**src/hw/rtl/assert_macros.svh**
```systemverilog
// ----------------------------------------------------------------------------
// Assertion macros
// Clocked concurrent assertion helpers shared by the RTL.
// ----------------------------------------------------------------------------
`ifndef ASSERT_MACROS_SVH
`define ASSERT_MACROS_SVH

// check prop at every clk edge outside reset
`define MFAD_ASSERT(lbl, prop, msg) \
  lbl: assert property (@(posedge clk) disable iff (!rst_n) prop) else $error(msg);

// check that a condition implies another in the same cycle
`define MFAD_IMPLY(lbl, cond, prop, msg) \
  lbl: assert property (@(posedge clk) disable iff (!rst_n) (cond) |-> (prop)) else $error(msg);

`endif

```
**src/hw/rtl/mfad_pkg.sv**
```systemverilog
`timescale 1ns / 1ps
// ----------------------------------------------------------------------------
// mfad_pkg
// Types and constants for the mixed fraction adder with decimal text output.
// ----------------------------------------------------------------------------
package mfad_pkg;

  localparam int MAX_LENGTH_DEF = 32;
  localparam int CFG_W          = 6;
  localparam logic [CFG_W-1:0] LEN_RESET = 6'd15;

  localparam int MUL_W      = 32;
  localparam int DEN_W      = 30;
  localparam int ACC_W      = 49;
  localparam int MAG_W      = 48;
  localparam int BCD_DIGITS = 16;
  localparam int FRAC_W     = 34;

  localparam logic [7:0] CH_ZERO  = 8'd48;
  localparam logic [7:0] CH_DOT   = 8'h2e;
  localparam logic [7:0] CH_MINUS = 8'h2d;
  localparam logic [7:0] CH_NUL   = 8'h00;

  typedef struct packed {
    logic signed [15:0] whole_a;
    logic signed [15:0] numer_a;
    logic signed [15:0] denom_a;
    logic signed [15:0] whole_b;
    logic signed [15:0] numer_b;
    logic signed [15:0] denom_b;
  } in_item_t;

  typedef struct packed {
    logic [7:0] text_char;
    logic       last_char;
    logic       ok;
  } out_item_t;

endpackage

```
**src/hw/rtl/mfad_mul.sv**
```systemverilog
`timescale 1ns / 1ps
// ----------------------------------------------------------------------------
// mfad_mul
// Shared signed multiplier with a registered product.
// ----------------------------------------------------------------------------
module mfad_mul
  import mfad_pkg::*;
(
  input  logic                        clk,
  input  logic signed [MUL_W-1:0]     a,
  input  logic signed [MUL_W-1:0]     b,
  output logic signed [2*MUL_W-1:0]   p
);

  always_ff @(posedge clk) begin
    p <= a * b;
  end

endmodule

```
**config.mk**
```make
export PLATFORM = sky130hd
export DESIGN_NAME = mfad_mul
export DESIGN_NICKNAME = d
export VERILOG_FILES = /design/src/hw/rtl/assert_macros.svh /design/src/hw/rtl/mfad_pkg.sv /design/src/hw/rtl/mfad_mul.sv
export SDC_FILE = /design/constraint.sdc
export NUM_CORES = 2
export LEC_CHECK = 0
export BUFFER_PORTS_ARGS = -buffer_cell sky130_fd_sc_hd__buf_2
export CAP_MARGIN = 20
export CORE_ASPECT_RATIO = 0.6
export CORE_MARGIN = 2
export CORE_UTILIZATION = 50
export CTS_CLUSTER_DIAMETER = 100
export DETAILED_ROUTE_END_ITERATION = 16
export PLACE_DENSITY = 0.66
export RECOVER_POWER = 25
export SYNTH_ARGS = -nofsm -noshare
export SYNTH_HDL_FRONTEND = slang
export SYNTH_SLANG_ARGS = --single-unit
```
**constraint.sdc**
```tcl
create_clock -name clk -period 9.8 [get_ports clk]
set_input_delay 0.49 -clock clk [delete_from_list [all_inputs] [get_ports clk]]
set_output_delay 0.49 -clock clk [all_outputs]
set_load 0.05 [all_outputs]
```
; Word level (Yosys, flattened, before mapping)
; Index checks and enable logic that the tools add are counted.
[word_totals]
reg_bits = 64
inputBits = 65
out_inout_bits = 64
elab_cells = 2
[classes]
n_mul = 1
[ops]
columns = operator, n
row1 = $mul A32 B32 Y64, 1

; Depth between registers and ports, before layout
[depth]
depth_word = 1
mapped_depth = 28
ltp_nobuf = 27

; Worst setup path after synthesis
; OpenSTA, ideal clock, no wires.
[synth_path]
path_kind = input to register
from = in b[2]
to = reg p[62]
t_arrival_ps = 7679
slack_ps = 2049
path_stages = 24
path_cell_list = clkbuf_1 nand2_1 inv_1 fa_1 fa_1 fa_1 fa_1 inv_1 fa_1 inv_1 fa_1 inv_1 fa_1 inv_1 fa_1 ha_1 and3_1 nand2_1 or3_1 o22a_1 o211ai_1 a31oi_1 o31ai_1 xor2_1
[synth_via]
elab_chain_cells = 1
[synth_rtl]
columns = item, line
row1 = from (decl), mfad_mul.sv:11  ; input logic signed [MUL_W-1:0] b,
row2 = $mul A32 B32 Y64, mfad_mul.sv:16  ; p <= a * b;
row3 = to (signal assigned), mfad_mul.sv:16
row4 = to (decl), mfad_mul.sv:12  ; output logic signed [2*MUL_W-1:0] p
; Every way passes these cells.

; Final worst setup path
[layout_path]
from = in b[3]
to = reg p[62]
; The elaborated chain is that of the path after synthesis.

==> qor.yml <==
global_routing:
  grt_pass1_vias: 27400
  grt_first_pass_wirelength_um: 173000
  grt_use_total_pct: 30.5
  grt_antenna_before_repair: 4
  grt_max_degree: 33
  gr-total-overflow: 0
route:
  wl_per_cell_um: 22.4
  viasPerCell: 5.29
  drtIter0Drc: 2271
  totalWireLength_um: 108000
  first_pass_iters: 6
  antenna_left: 0
  routed-via-count: 25600
  drc: 0
yosys:
  synth.distinct_cells: 63
  yosys_warnings: 0
  synth_edf_count: 0
  ys_seq_area_share_pct: 3.44
  ys_seq_elements: 64
  synth_area_per_cell_um2: 9.59
  ys.flop_type: "dfxtp_1"
  postSynthNetCount: 5215
  postSynth.asyncResetShare_pct: 0
  syn_area_mm2: 0.0372
  syn_inst: 3884
floorplan:
  die_w_um: 356
  coreArea_mm2: 0.0737
  ios: 129
  start_util_pct: 50.5
  die_h_um: 215
  dieArea_mm2: 0.0768
  num_rows: 77
final_layout:
  drive_gt1_share_pct: 4.30
  final_common_cell: "fa_1"
  area.growth.synth_to_final_pct: 4.37
  largest_reg_flops: 64
  top_regs: "p x64"
  fin_cells: 4844
  layout.nets: 5184
  regMostFlops: "p"
  fillCellCount: 6637
  fin_area_mm2: 0.0389
  mostFrequentLayoutCells: "fa_1, inv_1, and2_1"
  n_antenna_cell: 0
worst_setup_path:
  path_class: "in -> reg"
  critical_path_peak_fanout: 32
  cp-end-kind: "flop"
  cpLargestDelayFamily: "adder cells"
  cpMostUsedCell: "fa_1"
  slowest_delay_ns: 0.88
  arrival_ns: 8.83
  cp-start-kind: "input port"
  cp_cell_sequence: "buf_2 > and2_1 > fa_1 > fa_1 > fa_1 > buf_4 > fa_1 > inv_1 > fa_1 > inv_1 > fa_1 > inv_1 > fa_1 > inv_1 > fa_1 > ha_1 > and3_1 > nand2_1 > or3_1 > o211ai_1 > a31oi_1 > o31ai_1 > xor2_1"
  crit_start: "b[3]"
  crit_required_ns: 10.15
  timing.critical_path.buf_inv: 6
  crit_slowest_cell: "fa_1"
sta:
  rsz0062_at_grt: "false"
  maxSlewHeadroom_pct: 40.0
  timing_hold_violations_final: 0
  fin_crit_sh_pct: 86.6
  holdWs_ns: 0.734
  fmax_mhz: 118
  setup_violations: 0
  worst_slew_pin_slew_ns: 0.898
  slew_violations: 0
  tns_ns: 0
  period_minus_slack_ns: 8.49
place:
  gp_congestion: 0.935
  io_buffer_count: 128
  place_area_mm2: 0.0386
  dp_hpwl_um: 89900
  place_inst: 4829
hold_path:
  hold_class: "in -> reg"
  hold_start: "a[0]"
clock_tree:
  path_clk_slew_ns: 0.07
  cts_buffer_depth: 2
  cts.sinks: 64
  cts_resized: 0
  cts_setup_buffers: 0
  htreeDepth: 3
  cts_inserted_buffers: 9
  cts_tree: "built"
  cts-root-buf: "clkbuf_16"
  hold_buffers: 0
outcome:
  outcome: "complete, no violations"
run:
  maxCapViolCount: 0
[routing by layer]
layer  wire length, µm  part of all wire [%]  GRT usage (%)  up-vias
met3             19600                    18           17.6       82
met5               288                  0.27           2.13        -
li1                  -                     -              -    11000
met1             50100                    46           48.6    13100
met2             37100                    34           34.8     1469
met4              1210                   1.1           4.16       12
[cell usage after synthesis (2+ instances only)]
master | instances | area share, %
fa_1 | 1082 | 58
inv_1 | 952 | 9.6
and2_1 | 516 | 8.7
nand2_1 | 511 | 5.2
clkbuf_1 | 195 | 2.0
ha_1 | 184 | 6.2
a21oi_1 | 68 | 0.91
dfxtp_1 | 64 | 3.4
xnor2_1 | 53 | 1.2
nor2_1 | 42 | 0.42
o21ai_0 | 28 | 0.38
a21o_1 | 23 | 0.46
xor2_1 | 22 | 0.52
nand3_1 | 15 | 0.20
o21bai_1 | 15 | 0.30
a31oi_1 | 12 | 0.20
nand2b_1 | 9 | 0.15
and3_1 | 7 | 0.12
nand4_1 | 7 | 0.12
nor3_1 | 6 | 0.081
o31ai_1 | 6 | 0.12
a211oi_1 | 4 | 0.081
o21a_1 | 4 | 0.081
or3_1 | 4 | 0.067
a211oi_2 | 3 | 0.10
a21boi_0 | 3 | 0.060
and4_1 | 3 | 0.071
buf_2 | 3 | 0.040
nor2b_1 | 3 | 0.050
o211ai_1 | 3 | 0.060
a21o_2 | 2 | 0.047
buf_1 | 2 | 0.020
o21ai_2 | 2 | 0.047
o22a_1 | 2 | 0.047
[worst paths after layout]
path / to / cells after the start
worst max-delay path: p[62]$_DFF_P_ / 23
worst min-delay path: p[0]$_DFF_P_ / 2
[per-stage QoR]
stage               util (%)  setup slack (ns)
detailed placement      52.4             0.985
CTS                     52.8              1.40
floorplan                  -              2.05
global route            52.7             0.912
global placement        52.4              1.10
finish                  52.7              1.31
[logic make-up (layout without fill, tap and decap cells)]
family          Yosys count  count (layout)  synth area share, %
flops                    64              64                 3.44
simple gates           1134            1134                 15.4
fa+ha+maj              1266            1266                 64.3
xor+xnor                 75              75                 1.76
compound gates          193             193                 3.46
buf+inv                1152            1125                 11.6
[layout make-up]
class	count	area, µm²	area share [%]
Clock buffer	10	239	0.615
Clock inverter	5	81.3	0.209
Inverter	952	3570	9.19
Multi-Input combinational cell	2668	31600	81.4
Sequential cell	64	1280	3.30
Tap cell	987	1230	3.18
Timing Repair Buffer	158	828	2.13
Power is left out: the tool's default activity adds up to more than one toggle a clock period on the data nets, which glitch-free logic cannot reach.
